### config.mk
export PLATFORM = sky130hd
export DESIGN_NAME = sync_frame_channel_extractor_core
export DESIGN_NICKNAME = d
export VERILOG_FILES = /design/src/hw/rtl/sfce_pkg.sv /design/src/hw/rtl/sync_frame_channel_extractor_core.sv
export SDC_FILE = /design/constraint.sdc
export NUM_CORES = 1
export LEC_CHECK = 0
export BUFFER_PORTS_ARGS = -buffer_cell sky130_fd_sc_hd__buf_2
export CORE_MARGIN = 5
export CORE_UTILIZATION = 32
export CTS_BUF_LIST = sky130_fd_sc_hd__clkbuf_4 sky130_fd_sc_hd__clkbuf_8
export CTS_CLUSTER_DIAMETER = 150
export DETAILED_ROUTE_END_ITERATION = 6
export PLACE_DENSITY = 0.56
export REMOVE_ABC_BUFFERS = 1
export SLEW_MARGIN = 0
export SYNTH_ARGS = -nofsm -noshare
export SYNTH_HDL_FRONTEND = slang
export SYNTH_SLANG_ARGS = --single-unit
export TNS_END_PERCENT = 100
### constraint.sdc
create_clock -name clk -period 5.2 [get_ports clk]
set_input_delay 0.52 -clock clk [delete_from_list [all_inputs] [get_ports clk]]
set_output_delay 0.52 -clock clk [all_outputs]
set_load 0.01 [all_outputs]
### src/hw/rtl/sfce_pkg.sv
// Shared types and constants for the sync frame channel extractor.
`timescale 1ns / 1ps
`default_nettype none

package sfce_pkg;

    localparam int WORD_W   = 16;
    localparam int BYTE_W   = 8;
    localparam int SCAN_W   = 9;
    localparam int SLOT_W   = 6;
    localparam int PKT_W    = 17;
    localparam int DEST_W   = 15;
    localparam int INDEX_W  = 8;
    localparam int APB_AW   = 5;
    localparam int APB_DW   = 32;
    localparam int REG_IDX_W = 3;

    localparam logic [WORD_W-1:0] SYNC_WORD    = 16'hCCDD;
    localparam logic [BYTE_W-1:0] TEST_CHANNEL = 8'd3;
    localparam logic [BYTE_W-1:0] FIRST_SLOT   = 8'd0;
    localparam logic [SLOT_W-1:0] SLOT_SAT     = 6'd63;

    localparam logic              WORK_MODE_RST      = 1'b1;
    localparam logic [BYTE_W-1:0] SELECT_CHANNEL_RST = 8'd0;
    localparam logic [BYTE_W-1:0] SELECT_SLOT_RST    = 8'd0;
    localparam logic [SCAN_W-1:0] MAX_SCANS_RST      = 9'd0;
    localparam logic [PKT_W-1:0]  PACKET_WORDS_RST   = 17'd112680;

    localparam logic MODE_ASSEMBLE = 1'b0;
    localparam logic MODE_NORMAL   = 1'b1;

    typedef enum logic [REG_IDX_W-1:0] {
        REG_WORK_MODE      = 3'd0,
        REG_SELECT_CHANNEL = 3'd1,
        REG_SELECT_SLOT    = 3'd2,
        REG_MAX_SCANS      = 3'd3,
        REG_PACKET_WORDS   = 3'd4
    } cfg_reg_t;

endpackage

`default_nettype wire

### src/hw/rtl/sync_frame_channel_extractor_core.sv
// Sync frame channel extractor: frame search, header decode and payload output.
// Path: an accepted item is held in the input register, and its result is
// registered in the result register, from which its handshake completes.
// Throughput: one item per cycle while out_ready is high; the single pass
// from input register to result register sets that figure.
// Reset: rst_n clears all packet state and loads the register reset values;
// no clearing pass is needed.
`timescale 1ns / 1ps
`default_nettype none

module sync_frame_channel_extractor_core #(
    parameter int FRAME_WORDS    = 626,
    parameter int SCAN_STRIDE    = 624,
    parameter int MAX_SLOTS      = 32,
    parameter int MAX_SCAN_COUNT = 256
) (
    input  wire logic                                 clk,
    input  wire logic                                 rst_n,

    input  wire logic                                 psel,
    input  wire logic                                 penable,
    input  wire logic                                 pwrite,
    input  wire logic [sfce_pkg::APB_AW-1:0]          paddr,
    input  wire logic [sfce_pkg::APB_DW-1:0]          pwdata,
    output logic      [sfce_pkg::APB_DW-1:0]          prdata,
    output logic                                      pready,

    input  wire logic                                 in_valid,
    output logic                                      in_ready,
    input  wire logic signed [sfce_pkg::WORD_W-1:0]   sample_word,

    output logic                                      out_valid,
    input  wire logic                                 out_ready,
    output logic signed [sfce_pkg::WORD_W-1:0]        payload_word,
    output logic        [sfce_pkg::INDEX_W-1:0]       scan_index,
    output logic        [sfce_pkg::DEST_W-1:0]        dest_offset,
    output logic                                      frame_end
);

    localparam int FP_W    = $clog2(FRAME_WORDS);
    localparam int SW_W    = $clog2(SCAN_STRIDE + 1);
    localparam int OFF_RAW = sfce_pkg::SLOT_W + SW_W + FP_W;
    localparam int OFF_W   = (OFF_RAW > sfce_pkg::DEST_W) ? OFF_RAW : sfce_pkg::DEST_W;
    localparam int PW_EXT  = sfce_pkg::PKT_W + 1;

    localparam logic [FP_W:0]   FP_LAST_PAYLOAD = (FP_W+1)'(FRAME_WORDS - 2);
    localparam logic [FP_W:0]   FP_FRAME_END    = (FP_W+1)'(FRAME_WORDS);
    localparam logic [FP_W:0]   FP_HEADER       = (FP_W+1)'(1);
    localparam logic [FP_W:0]   FP_FIRST_PAY    = (FP_W+1)'(2);
    localparam logic [PW_EXT-1:0] FIT_SPAN      = PW_EXT'(FRAME_WORDS - 2);
    localparam logic [sfce_pkg::SCAN_W-1:0] SCAN_CAP = sfce_pkg::SCAN_W'(MAX_SCAN_COUNT);
    localparam logic [sfce_pkg::SLOT_W:0]   SLOT_CAP = (sfce_pkg::SLOT_W+1)'(MAX_SLOTS);
    localparam logic [SW_W-1:0] STRIDE          = SW_W'(SCAN_STRIDE);

    // configuration registers
    logic                             work_mode_reg;
    logic [sfce_pkg::BYTE_W-1:0]      select_channel_reg;
    logic [sfce_pkg::BYTE_W-1:0]      select_slot_reg;
    logic [sfce_pkg::SCAN_W-1:0]      max_scans_reg;
    logic [sfce_pkg::PKT_W-1:0]       packet_words_reg;

    // packet state
    logic [sfce_pkg::PKT_W-1:0]       packet_position_reg, packet_position_next;
    logic [FP_W-1:0]                  frame_position_reg, frame_position_next;
    logic                             in_frame_reg, in_frame_next;
    logic                             frame_selected_reg, frame_selected_next;
    logic [sfce_pkg::SCAN_W-1:0]      scans_done_reg, scans_done_next;
    logic [sfce_pkg::SLOT_W-1:0]      slot_in_scan_reg, slot_in_scan_next;
    logic                             scan_open_reg, scan_open_next;
    logic                             packet_finished_reg, packet_finished_next;

    // input and result registers
    logic                             in_valid_reg;
    logic [sfce_pkg::WORD_W-1:0]      in_word_reg;
    logic                             out_valid_reg;
    logic [sfce_pkg::WORD_W-1:0]      payload_word_reg;
    logic [sfce_pkg::INDEX_W-1:0]     scan_index_reg;
    logic [sfce_pkg::DEST_W-1:0]      dest_offset_reg;
    logic                             frame_end_reg;

    logic                             cfg_write;
    sfce_pkg::cfg_reg_t               cfg_sel;
    logic                             advance;
    logic                             emit;
    logic [sfce_pkg::INDEX_W-1:0]     emit_index;
    logic [sfce_pkg::DEST_W-1:0]      emit_offset;
    logic                             emit_last;

    logic [FP_W:0]                    fp_ext;
    logic [FP_W:0]                    fp_inc;
    logic [FP_W-1:0]                  pay_idx;
    logic [OFF_W-1:0]                 test_offset;
    logic [sfce_pkg::SCAN_W-1:0]      scan_limit;
    logic [sfce_pkg::SCAN_W-1:0]      scans_inc;
    logic [sfce_pkg::SCAN_W-1:0]      scans_dec;
    logic [sfce_pkg::BYTE_W-1:0]      hdr_channel;
    logic [sfce_pkg::BYTE_W-1:0]      hdr_slot;
    logic                             sync_fits;
    logic                             packet_wrap;

    // configuration port
    assign pready    = 1'b1;
    assign cfg_write = psel && penable && pwrite && pready;
    assign cfg_sel   = sfce_pkg::cfg_reg_t'(paddr[sfce_pkg::APB_AW-1:2]);

    always_ff @(posedge clk or negedge rst_n)
    begin
        if (!rst_n)
        begin
            work_mode_reg      <= sfce_pkg::WORK_MODE_RST;
            select_channel_reg <= sfce_pkg::SELECT_CHANNEL_RST;
            select_slot_reg    <= sfce_pkg::SELECT_SLOT_RST;
            max_scans_reg      <= sfce_pkg::MAX_SCANS_RST;
            packet_words_reg   <= sfce_pkg::PACKET_WORDS_RST;
        end
        else if (cfg_write)
        begin
            case (cfg_sel)
                sfce_pkg::REG_WORK_MODE:      work_mode_reg      <= pwdata[0];
                sfce_pkg::REG_SELECT_CHANNEL: select_channel_reg <= pwdata[sfce_pkg::BYTE_W-1:0];
                sfce_pkg::REG_SELECT_SLOT:    select_slot_reg    <= pwdata[sfce_pkg::BYTE_W-1:0];
                sfce_pkg::REG_MAX_SCANS:      max_scans_reg      <= pwdata[sfce_pkg::SCAN_W-1:0];
                sfce_pkg::REG_PACKET_WORDS:   packet_words_reg   <= pwdata[sfce_pkg::PKT_W-1:0];
                default:                      ;
            endcase
        end
    end

    always_comb
    begin
        case (cfg_sel)
            sfce_pkg::REG_WORK_MODE:      prdata = sfce_pkg::APB_DW'(work_mode_reg);
            sfce_pkg::REG_SELECT_CHANNEL: prdata = sfce_pkg::APB_DW'(select_channel_reg);
            sfce_pkg::REG_SELECT_SLOT:    prdata = sfce_pkg::APB_DW'(select_slot_reg);
            sfce_pkg::REG_MAX_SCANS:      prdata = sfce_pkg::APB_DW'(max_scans_reg);
            sfce_pkg::REG_PACKET_WORDS:   prdata = sfce_pkg::APB_DW'(packet_words_reg);
            default:                      prdata = '0;
        endcase
    end

    // handshake
    assign advance  = in_valid_reg && (!out_valid_reg || out_ready);
    assign in_ready = !in_valid_reg || advance;

    // datapath helpers
    assign fp_ext      = {1'b0, frame_position_reg};
    assign fp_inc      = fp_ext + (FP_W+1)'(1);
    assign pay_idx     = frame_position_reg - FP_W'(2);
    assign test_offset = OFF_W'(slot_in_scan_reg) * OFF_W'(STRIDE) + OFF_W'(pay_idx);
    assign scans_inc   = scans_done_reg + sfce_pkg::SCAN_W'(1);
    assign scans_dec   = scans_done_reg - sfce_pkg::SCAN_W'(1);
    assign hdr_channel = in_word_reg[sfce_pkg::WORD_W-1:sfce_pkg::BYTE_W];
    assign hdr_slot    = in_word_reg[sfce_pkg::BYTE_W-1:0];
    assign sync_fits   = ({1'b0, packet_position_reg} + FIT_SPAN) < {1'b0, packet_words_reg};
    assign packet_wrap = ({1'b0, packet_position_reg} + PW_EXT'(1)) >= {1'b0, packet_words_reg};

    always_comb
    begin
        if (max_scans_reg == '0 || max_scans_reg > SCAN_CAP)
        begin
            scan_limit = SCAN_CAP;
        end
        else
        begin
            scan_limit = max_scans_reg;
        end
    end

    always_comb
    begin
        packet_position_next = packet_position_reg;
        frame_position_next  = frame_position_reg;
        in_frame_next        = in_frame_reg;
        frame_selected_next  = frame_selected_reg;
        scans_done_next      = scans_done_reg;
        slot_in_scan_next    = slot_in_scan_reg;
        scan_open_next       = scan_open_reg;
        packet_finished_next = packet_finished_reg;
        emit        = 1'b0;
        emit_last   = 1'b0;
        emit_index  = scans_dec[sfce_pkg::INDEX_W-1:0];
        emit_offset = (work_mode_reg == sfce_pkg::MODE_ASSEMBLE)
                    ? test_offset[sfce_pkg::DEST_W-1:0]
                    : sfce_pkg::DEST_W'(pay_idx);

        if (in_frame_reg)
        begin
            if (fp_ext == FP_HEADER)
            begin
                frame_selected_next = 1'b0;
                if (work_mode_reg == sfce_pkg::MODE_NORMAL)
                begin
                    if (hdr_channel == select_channel_reg && hdr_slot == select_slot_reg)
                    begin
                        frame_selected_next = 1'b1;
                        scans_done_next     = scans_inc;
                        if (scans_inc >= scan_limit)
                        begin
                            packet_finished_next = 1'b1;
                        end
                    end
                end
                else if (hdr_channel == sfce_pkg::TEST_CHANNEL)
                begin
                    if (hdr_slot == sfce_pkg::FIRST_SLOT)
                    begin
                        if (scans_done_reg >= scan_limit)
                        begin
                            packet_finished_next = 1'b1;
                            in_frame_next        = 1'b0;
                        end
                        else
                        begin
                            scans_done_next   = scans_inc;
                            scan_open_next    = 1'b1;
                            slot_in_scan_next = '0;
                        end
                    end
                    if (in_frame_next && scan_open_next &&
                        {1'b0, slot_in_scan_next} < SLOT_CAP)
                    begin
                        frame_selected_next = 1'b1;
                    end
                end
            end
            else if (fp_ext >= FP_FIRST_PAY && fp_ext <= FP_LAST_PAYLOAD && frame_selected_reg)
            begin
                emit      = 1'b1;
                emit_last = (fp_ext == FP_LAST_PAYLOAD);
                if (emit_last && work_mode_reg == sfce_pkg::MODE_ASSEMBLE &&
                    slot_in_scan_reg < sfce_pkg::SLOT_SAT)
                begin
                    slot_in_scan_next = slot_in_scan_reg + sfce_pkg::SLOT_W'(1);
                end
            end

            if (in_frame_next)
            begin
                if (fp_inc >= FP_FRAME_END)
                begin
                    in_frame_next       = 1'b0;
                    frame_selected_next = 1'b0;
                    frame_position_next = '0;
                end
                else
                begin
                    frame_position_next = fp_inc[FP_W-1:0];
                end
            end
        end
        else if (!packet_finished_reg && in_word_reg == sfce_pkg::SYNC_WORD && sync_fits)
        begin
            in_frame_next       = 1'b1;
            frame_selected_next = 1'b0;
            frame_position_next = FP_W'(1);
        end

        if (packet_wrap)
        begin
            packet_position_next = '0;
            frame_position_next  = '0;
            in_frame_next        = 1'b0;
            frame_selected_next  = 1'b0;
            scans_done_next      = '0;
            slot_in_scan_next    = '0;
            scan_open_next       = 1'b0;
            packet_finished_next = 1'b0;
        end
        else
        begin
            packet_position_next = packet_position_reg + sfce_pkg::PKT_W'(1);
        end
    end

    // input register
    always_ff @(posedge clk or negedge rst_n)
    begin
        if (!rst_n)
        begin
            in_valid_reg <= 1'b0;
        end
        else if (in_valid && in_ready)
        begin
            in_valid_reg <= 1'b1;
        end
        else if (advance)
        begin
            in_valid_reg <= 1'b0;
        end
    end

    always_ff @(posedge clk)
    begin
        if (in_valid && in_ready)
        begin
            in_word_reg <= sample_word;
        end
    end

    // packet state
    always_ff @(posedge clk or negedge rst_n)
    begin
        if (!rst_n)
        begin
            packet_position_reg <= '0;
            frame_position_reg  <= '0;
            in_frame_reg        <= 1'b0;
            frame_selected_reg  <= 1'b0;
            scans_done_reg      <= '0;
            slot_in_scan_reg    <= '0;
            scan_open_reg       <= 1'b0;
            packet_finished_reg <= 1'b0;
        end
        else if (advance)
        begin
            packet_position_reg <= packet_position_next;
            frame_position_reg  <= frame_position_next;
            in_frame_reg        <= in_frame_next;
            frame_selected_reg  <= frame_selected_next;
            scans_done_reg      <= scans_done_next;
            slot_in_scan_reg    <= slot_in_scan_next;
            scan_open_reg       <= scan_open_next;
            packet_finished_reg <= packet_finished_next;
        end
    end

    // result register
    always_ff @(posedge clk or negedge rst_n)
    begin
        if (!rst_n)
        begin
            out_valid_reg <= 1'b0;
        end
        else if (advance && emit)
        begin
            out_valid_reg <= 1'b1;
        end
        else if (out_ready)
        begin
            out_valid_reg <= 1'b0;
        end
    end

    always_ff @(posedge clk)
    begin
        if (advance && emit)
        begin
            payload_word_reg <= in_word_reg;
            scan_index_reg   <= emit_index;
            dest_offset_reg  <= emit_offset;
            frame_end_reg    <= emit_last;
        end
    end

    assign out_valid    = out_valid_reg;
    assign payload_word = payload_word_reg;
    assign scan_index   = scan_index_reg;
    assign dest_offset  = dest_offset_reg;
    assign frame_end    = frame_end_reg;

endmodule

`default_nettype wire
; ---- Word level (Yosys, flattened, before mapping)
; Cells that the tools add are included.
; Widths: inputs -> output; s select.
[totals]
latchBits = 0
output_inout_bits = 75
register_bits = 147
rom_bits = 0
n_memories = 0
mem_bits_rw = 0
[classes]
div = 0
mux = 82
add_sub_neg = 9
reduce_logical = 46
eq_ne = 17
magnitude_cmp = 10
mul = 1
bitwise = 3
n_shift = 0
[op_table]
columns = cell, n
row1 = $pmux 17 s5, 1
row2 = $mux 9, 9
row3 = $mux 6, 13
row4 = $mux 10, 6
row5 = $mux 1, 52
row6 = $add 17x1->18 const B, 1
row7 = $add 17x10->18 const B, 1
row8 = $ge 18x17->1, 1
row9 = $ge 9x9->1, 2
row10 = $lt 18x17->1, 1
row11 = $reduce_bool 3->1, 6
row12 = $add 17x1->17 const B, 1
row13 = $mux 17, 1
row14 = $eq 16x16->1 const B, 1
row15 = $eq 8x8->1, 2
row16 = $add 15x10->15, 1
row17 = $logic_and 1x1->1, 14
row18 = $lt 6x6->1 const B, 2
row19 = $reduce_and 2->1, 6
row20 = $add 10x1->11 const B, 1
row21 = $ge 11x10->1 const B, 1
row22 = $mul 6x6->11 const B, 1
row23 = $eq 10x1->1 const B, 1
row24 = $eq 10x10->1 const B, 1
row25 = 28 further kinds, 42

; ---- Longest topological paths before layout
; Gate-level depths: netlist of the first run.
[logic_depth]
depth_word = 20
mapped_depth = 17
ltp_nobuf = 14

; ---- Worst setup path after synthesis of the first run
; OpenSTA, ideal clock, no wires.
[synth_path]
kind = reg2reg
from = register frame_position_reg[1]
to = register dest_offset_reg (netlist bit dest_offset[0]) (enable)
t_arrival_ns = 4.080
path_buffers = 0
period_less_slack_ns = 4.567
setup_slack_ns = 0.633
stages_incl_launch_ff = 7
setup_ns = 0.487
path_cell_list = dfrtp_1 inv_1 ha_1 or3b_1 a21boi_0 o21ai_0 nor3_1
[synth_via]
elab_chain_cells = 7
elab_cells_between_ends = 9
cone_classes = 2 x order compare / 1 x eq/ne / 3 x mux / 3 x reduce/logical
[synth_lines]
columns = element, line_no
row1 = from (decl), sync_frame_channel_extractor_core.sv:64  ; logic [FP_W-1:0] frame_position_reg, frame_position_next;
row2 = from (signal assigned), sync_frame_channel_extractor_core.sv:317  ; frame_position_reg <= frame_position_next;
row3 = $ge 10x2->1 / $le 10x10->1 (equally long branches), sync_frame_channel_extractor_core.sv:226  ; else if (fp_ext >= FP_FIRST_PAY && fp_ext <= FP_LAST_PAYLOAD && frame_selected_reg)
row4 = $logic_and 1x1->1 (2 in series), sync_frame_channel_extractor_core.sv:226
row5 = $mux 1, sync_frame_channel_extractor_core.sv:226
row6 = $mux 1 (*), sync_frame_channel_extractor_core.sv:188  ; if (fp_ext == FP_HEADER)
row7 = $mux 1 (*), sync_frame_channel_extractor_core.sv:186  ; if (in_frame_reg)
row8 = $logic_and 1x1->1 (*), sync_frame_channel_extractor_core.sv:346  ; if (advance && emit)
row9 = to (signal assigned), sync_frame_channel_extractor_core.sv:350  ; dest_offset_reg <= emit_offset;
row10 = to (decl), sync_frame_channel_extractor_core.sv:78  ; logic [sfce_pkg::DEST_W-1:0] dest_offset_reg;
; Every way passes the cells marked *; elsewhere a longest branch is shown, timed or not.
; A chain may end at the register's enable or synchronous reset.

; ---- Final worst setup path of the first run
[layout_path]
from = register packet_position_reg[0] (netlist name)
to = register frame_position_reg[8]
[layout_via]
elab_chain_cells = 5
elab_cells_between_ends = 9
cone_classes = 2 x add/sub / 2 x order compare / 1 x eq/ne / 1 x mux / 3 x reduce/logical
[layout_lines]
columns = element, line_no
row1 = from (decl), sync_frame_channel_extractor_core.sv:63  ; logic [sfce_pkg::PKT_W-1:0] packet_position_reg, packet_position_next;
row2 = from (signal assigned), sync_frame_channel_extractor_core.sv:316  ; packet_position_reg <= packet_position_next;
row3 = $add 17x10->18, sync_frame_channel_extractor_core.sv:154  ; assign sync_fits = ({1'b0, packet_position_reg} + FIT_SPAN) < {1'b0, packet_words_reg};
row4 = $lt 18x17->1, sync_frame_channel_extractor_core.sv:154
row5 = $logic_and 1x1->1, sync_frame_channel_extractor_core.sv:251  ; else if (!packet_finished_reg && in_word_reg == sfce_pkg::SYNC_WORD && sync_fits)
row6 = $reduce_bool 3->1 (no line), --
row7 = $reduce_and 3->1 (no line), --
; Parallel ways exist; a longest one is shown, timed or not.

==> results by group, run 1 <==
Clock tree
  – CTS tree: done
  – Post-CTS sizing: 0
  – Clock-pin slew on the worst setup and hold paths: around 0.10 ns
  – CTS Sinks: 147
  – CTS Hold Bufs: 0
  – Post-CTS Setup Inserts: 0
  – Root Buffer: clkbuf_8
  – Clk_lat worst skew: 0.47 ns
  – CTS H-tree lvls: 4
  – Clk buf depth: 2
  – Total CTS buffers: 17

Synthesis
  – Syn. warnings: 0
  – Register area share after synthesis: approximately 40%
  – Cell area after synthesis: roughly 10000 um2
  – Async set-reset flop share out of synthesis: between 60% and 70%
  – Mean Syn Cell Area: a little under 10 um2
  – Main synth FF type: dfrtp_1
  – Synth unique cells: 79
  – Post-synth EDFFs: between 50 and 60
  – Post-Syn Instances: between 1000 and 1500
  – Seq cells post-synth: ~150

Routing
  – Avg Vias per Cell: between 5 and 6
  – DR vias: roughly 7600
  – Drt initial violations: 346
  – DRC: 0
  – ANT nets after route: 0
  – Drt wl/cell: between 15 and 20 um
  – Final wirelength: around 25000 um
  – Pre-Repair DR Iteration Count: 5

Setup path
  – CP Data Arrival Time: roughly 4.5 ns
  – WS Path Type: flip-flop to flip-flop
  – CP startpoint kind: flip-flop
  – CP required: about 5.5 ns
  – CP endpoint kind: flip-flop
  – CP cell instances: ha_1 -> nand3_1 -> nor2_1 -> nand3_1 -> xnor2_1 -> ha_1 -> nand4_1 -> a2111oi_0 -> o31ai_1 -> a31oi_1 -> buf_4 -> nor2_1 -> a31oi_4 -> mux2_1
  – Crit-path max FO: 12
  – Slowest stage delay, CP: roughly 0.65 ns
  – CP max-delay cell: a2111oi_0

Timing
  – Fin crit share: 79.4%
  – Min cycle time layout: roughly 4.1 ns
  – Worst Skew: between 0.015 and 0.02 ns
  – Final hold violations: 0
  – Setup TNS: 0 ns
  – Unrepaired setup endpoints after global routing: no
  – Max Freq: ~240 MHz
  – Final setup fails: 0
  – Slew headroom: between 20% and 30%
  – Slew @ Worst Pin: 1.11 ns
  – Fin. max-slew vios: 0

Hold path
  – Hold crit path type: input pin to async pin

Run
  – Max Cap Viol: 0

Placed design
  – Placer Congestion: about 0.84
  – Dpl hpwl: between 15000 and 20000 um
  – Count of input and output buffers: roughly 100

Finish
  – Area Overhead vs Synth: 12.6%
  – Fillers: about 3100
  – Layout cells sized above 1: 18.3%
  – Final Net Count: around 1300

Run status
  – Status: complete, no violations

Floorplan
  – I/O pin total: ~140
  – Die Width: approximately 190 um
  – Die outline height: ~190 um
  – Cell row count: 64
  – Starting density of the core: between 30% and 40%
  – Die area: roughly 35000 um2
  – Area of the core: ~31000 um2

GRT
  – Pin count of the biggest net entering global routing: 50
  – Total gr overflow: 0
  – GRT Overall Usage: between 10% and 20%
  – Initial antenna violation count: 3
  – Most Used Layer, Global Route: met2
  – GR Util met2: between 20% and 30%
  – First-pass GRT wire length: approximately 40000 um
  – Met1 global-route usage: about a fifth
  – Vias in the first global route: about 7600
  – Met3 Usage GRT: roughly 2.5%

Power and ir drop
  – Clock share of power: between 20% and 30%
  – Leak: approximately 4.8 nW
  – Reg power frac: 38.9%
  – Net Sw Frac: around two fifths
  – Internal power: between 2 and 3 mW
  – Switching power: around 1.7 mW
  – Combinational power share: between 30% and 40%
  – Pwr dens: about 380 nW/um2
  – Max IR drop VDD: between 0.15 and 0.2 mV
  – PnR Total Power: approximately 4.2 mW
## Yosys cell counts, types with 9 or more instances
master    number  area [um2]
xnor2_1       43         377
inv_1         68         255
nor2_1        38         143
o21ai_0       39         195
clkbuf_1      27         101
ha_1          91        1140
dfrtp_1       83        2080
xor2_1        28         245
mux2_2        30         338
nand3_1       41         205
edfxtp_1      56        1680
nor3_1        29         145
o21ai_1       32         160
nor4_1        13        81.3
nand4_1       23         144
o31ai_1       10        75.1
and3_1         9        56.3
nand2_1       95         357
buf_4         16         120
nand2b_1      17         106
and2_1        16         100
a21oi_1       23         115
## cell families (layout without fill, tap and decap cells)
kind of cell,Yosys count,in the layout,share of synthesized area (%)
other,2,17,0.0756
buffers and inverters,124,212,5.39
AND/OR/NAND/NOR,325,325,17.1
adder cells (fa/ha/maj),99,99,13.1
AO/OA/AOI/OAI,195,195,13.4
XOR/XNOR,72,72,6.48
multiplexers,41,41,4.58
flip-flops,147,147,39.9
## per-stage QoR
step / hold slack [ns] / setup WS (ns) / std cells / utilization (%) / cell area (um2)
2_1_floorplan: 0.224 / 0.621 / 964 / - / 9710
3_3_place_gp: 0.510 / 1.15 / 1471 / 35.3 / 10800
3_5_place_dp: 0.527 / 1.14 / 1471 / 35.3 / 10800
4_1_cts: 0.0537 / 1.11 / 1503 / 36.6 / 11200
5_1_grt: 0.0725 / 0.800 / 1503 / 36.6 / 11200
6_report: 0.0423 / 1.07 / 1504 / 36.6 / 11200
## power by group through the flow
| stage | combinational, mW | clock (mW) | sequential, mW |
|---|---|---|---|
| finish | 1.67 | 0.918 | 1.65 |
| global route | 1.93 | 0.998 | 1.68 |
| CTS | 1.69 | 0.944 | 1.65 |
| detailed placement | 1.68 | 0 | 1.67 |
| global placement | 1.64 | 0 | 1.67 |
| floorplan | 1.32 | 0 | 1.59 |
## cells in the final DEF (no fill, tap or decap), drive strengths merged, types with 36 or more instances in the layout
cell type / synthesis / layout
xnor2: 43 / 43
mux2: 36 / 36
edfxtp: 56 / 56
o21ai: 71 / 71
nand3: 42 / 42
dfrtp: 83 / 83
buf: 28 / 111
ha: 91 / 91
inv: 69 / 79
nor2: 38 / 38
nand2: 95 / 95
## routing by layer
metal,vias up,share of wire (%),wire length [um]
met1,3679,44,11300
li1,3777,-,-
met5,-,0.16,41
met4,6,1.9,473
met2,148,50,12700
met3,35,3.9,985
## critical path: cells and delay by family (launching register included)
kind	cells	cell delay (ns)
compound gates	4	1.35
simple gates	5	0.80
fa+ha+maj	2	0.60
flops	1	0.48
mux	1	0.37
buf+inv	1	0.22
xor+xnor	1	0.18
## final timing paths
path	start	cells after the start	slack, ns	to
max	packet_position_reg[0]$_DFFE_PN0P_	14	1.07	frame_position_reg[8]$_DFFE_PN0P_
min	rst_n	1	0.04	packet_words_reg[10]$_DFFE_PN0P_
max reg2reg	packet_position_reg[0]$_DFFE_PN0P_	14	1.07	frame_position_reg[8]$_DFFE_PN0P_
min reg2reg	scan_open_reg$_DFFE_PN0P_	2	0.55	scan_open_reg$_DFFE_PN0P_
max in group asynchronous	rst_n	2	4.05	frame_position_reg[3]$_DFFE_PN0P_
min in group clk	sample_word[2]	1	0.22	in_word_reg[2]$_DFFE_PP_
## area by class of cell
type                            count  area (um2)  share of cell area [%]
Clock buffer                       18         241                    2.16
Clock inverter                     14         141                    1.26
Inverter                           69         259                    2.32
Multi-Input combinational cell    748        5500                    49.1
Sequential cell                   147        3970                    35.5
Tap cell                          396         495                    4.43
Antenna cell                        1        2.50                  0.0224
Timing Repair Buffer              111         583                    5.21
Power figures use the tool's default switching activity.
==> inputs of run 2 (changes only) <==
PLACE_DENSITY = 0.58   (was 0.56)
clock period = 3.5 ns   (was 5.2 ns; I/O delays follow)
==> results by group, run 2 (same netlist as run 1, synthesis figures left out) <==
Setup path
  – CP required: 3.82 ns (was 5.54 ns)
  – Slowest stage delay, CP: 0.42 ns (was 0.65 ns)
  – Worst r2r path cells: 15 (was 14)
  – Reg2reg end: scans_done_reg[4]$_DFFE_PN0P_ (was frame_position_reg[8]$_DFFE_PN0P_)
  – Crit path to: scans_done_reg[4]$_DFFE_PN0P_ (was frame_position_reg[8]$_DFFE_PN0P_)
  – WS Path Type: flip-flop to flip-flop (unchanged)
  – CP cell instances: nor4_1 -> nand2_1 -> ha_4 -> nand2b_1 -> ha_1 -> a2111oi_2 -> buf_4 -> a2111oi_2 -> buf_4 -> nor2_1 -> buf_4 -> o211ai_4 -> buf_4 -> o311ai_1 -> o31ai_2 (was ha_1 -> nand3_1 -> nor2_1 -> nand3_1 -> xnor2_1 -> ha_1 -> nand4_1 -> a2111oi_0 -> o31ai_1 -> a31oi_1 -> buf_4 -> nor2_1 -> a31oi_4 -> mux2_1)
  – Setup crit start: max_scans_reg[2]$_DFFE_PN0P_ (was packet_position_reg[0]$_DFFE_PN0P_)
  – CP Data Arrival Time: 3.71 ns (was 4.47 ns)
  – R2r setup slk: 0.11 ns (was 1.07 ns)
  – Most frequent CP cell: buf_4
  – Worst r2r src: max_scans_reg[2]$_DFFE_PN0P_ (was packet_position_reg[0]$_DFFE_PN0P_)
  – CP startpoint kind: flip-flop (unchanged)
  – CP max-delay cell: dfrtp_1 (was a2111oi_0)
  – CP endpoint kind: flip-flop (unchanged)
  – Crit-path max FO: 7 (was 12)

Routing
  – Pre-Repair DR Iteration Count: 5 (unchanged)
  – Drt wl/cell: 16.5 um (was 17.0 um)
  – Avg Vias per Cell: 5.04 (was 5.08)
  – DR vias: 7997 (was 7645)
  – Drt initial violations: 353 (was 346)
  – DRC: 0 (unchanged)
  – Final wirelength: 26200 um (was 25500 um)
  – ANT nets after route: 0 (unchanged)

Timing
  – Slew headroom: 42.2% (was 26.0%)
  – Final hold violations: 0 (unchanged)
  – Fin. max-slew vios: 0 (unchanged)
  – Final setup fails: 0 (unchanged)
  – Fin crit share: 96.8% (was 79.4%)
  – Setup TNS: 0 ns (unchanged)
  – Slew @ Worst Pin: 0.864 ns (was 1.11 ns)
  – Worst Skew: 0.0164 ns (was 0.0168 ns)
  – Min cycle time layout: 3.39 ns (was 4.13 ns)
  – Max Freq: 295 MHz (was 242 MHz)

Floorplan
  – Die outline height: 186 um (unchanged)
  – Cell row count: 64 (unchanged)
  – Die area: 34700 um2 (unchanged)
  – I/O pin total: 135 (unchanged)
  – Starting density of the core: 32.5% (unchanged)
  – Area of the core: 30600 um2 (unchanged)
  – Die Width: 186 um (unchanged)

Finish
  – Fin util: 39.5% (was 36.6%)
  – Fillers: 3087 (was 3127)
  – Ant diodes: 0 (was 1)
  – Final std cells w/o fill: 1586 (was 1504)
  – Most frequent cells in the layout: buf_2, nand2_1, buf_4 (was buf_2, nand2_1, ha_1)
  – Final Net Count: 1336 (was 1253)
  – Final Cell Area: 12100 um2 (was 11200 um2)
  – Area Overhead vs Synth: 21.7% (was 12.6%)
  – Layout cells sized above 1: 27.3% (was 18.3%)
  – Commonest non-fill, non-tap cell in the layout: buf_2 (unchanged)

Clock tree
  – Total CTS buffers: 17 (unchanged)
  – Clock-pin slew on the worst setup and hold paths: 0.10 ns (about the same)
  – Clk_lat worst skew: 0.46 ns (was 0.47 ns)
  – Clk buf depth: 2 (unchanged)
  – CTS H-tree lvls: 4 (unchanged)
  – CTS tree: done (unchanged)
  – Root Buffer: clkbuf_8 (unchanged)
  – CTS Sinks: 147 (unchanged)

GRT
  – First-pass GRT wire length: 42200 um (was 40300 um)
  – Total gr overflow: 0 (unchanged)
  – Pin count of the biggest net entering global routing: 57 (was 50)
  – Vias in the first global route: 8034 (was 7568)
  – GRT Overall Usage: 15.2% (was 14.7%)
  – Initial antenna violation count: 0 (was 3)

Placed design
  – DP Area: 11400 um2 (was 10800 um2)
  – Dpl hpwl: 20400 um (was 19300 um)
  – Dpl cells: 1542 (was 1471)
  – Placer Congestion: 0.897 (was 0.835)
  – Count of input and output buffers: 101 (unchanged)

Power and ir drop
  – Pwr dens: 561 nW/um2 (was 379 nW/um2)
  – Leak: 5.27 nW (was 4.81 nW)
  – Max IR drop VDD: 0.297 mV (was 0.175 mV)
  – PnR Total Power: 6.78 mW (was 4.24 mW)

Hold path
  – Hold crit path type: input pin to flip-flop (was input pin to async pin)
  – WHS Path Cells: 1

Run
  – Max Cap Viol: 0 (unchanged)

Run status
  – Status: complete, no violations (unchanged)
run 2: how the worst min path moves through the flow:
stage / startpoint / to / slack (ns)
floorplan: rst_n / frame_position_reg[0]$_DFFE_PN0P_ / 0.05
global placement: rst_n / packet_position_reg[10]$_DFFE_PN0P_ / 0.47
detailed placement: rst_n / packet_position_reg[10]$_DFFE_PN0P_ / 0.47
CTS: sample_word[10] / in_word_reg[10]$_DFFE_PP_ / 0.03
global route: sample_word[10] / in_word_reg[10]$_DFFE_PP_ / 0.02
finish: sample_word[10] / in_word_reg[10]$_DFFE_PP_ / 0.06
run 2: final cells by class:
cell class	count	area [um2]	share of cell area, %
multi-input cells	748	5740	47.5
inverters	69	259	2.14
flip-flops and latches	147	3970	32.8
repair buffers	194	1250	10.3
clock buffers	17	234	1.93
clock inverters	15	141	1.17
well taps	396	495	4.10
run 2: where the power goes:
group          internal (mW)  switching (mW)
logic                   1.47            1.59
registers               2.09           0.328
clock network          0.527           0.780
run 2: critical path: cells and delay by family (launching register included):
kind | cells | cell delay [ns]
compound gates | 5 | 0.87
fa+ha+maj | 2 | 0.54
buf+inv | 4 | 0.69
flops | 1 | 0.42
simple gates | 4 | 0.75
run 2: metrics by stage:
stage          hold WS (ns)  setup WS [ns]
2_1_floorplan        0.0544          -1.07
3_3_place_gp          0.469        -0.0830
3_5_place_dp          0.466         -0.159
4_1_cts              0.0271         0.0255
5_1_grt              0.0211        -0.0405
6_report             0.0601          0.113
run 2: per-layer routing:
metal  up-vias  global-route usage (%)  share of wire (%)  routed length (um)
li1       3939                       -                  -                   -
met1      3859                    19.9                 44               11600
met2       170                    26.1                 50               13100
met3        29                    2.92                4.2                1100
met4         0                    3.38                1.6                 412
met5         -                       0                  0                   0
run 2: what timing repair did:
item | 4_1_cts | 5_1_grt
endpoints found under the hold margin | 53 | 0
cloned | 0 | 0
pin swaps | 0 | 11
gates resized for setup | 5 | 47
hold buffers | 1 | 0
setup buffers | 0 | 11
setup endpoints to repair | 16 | 39
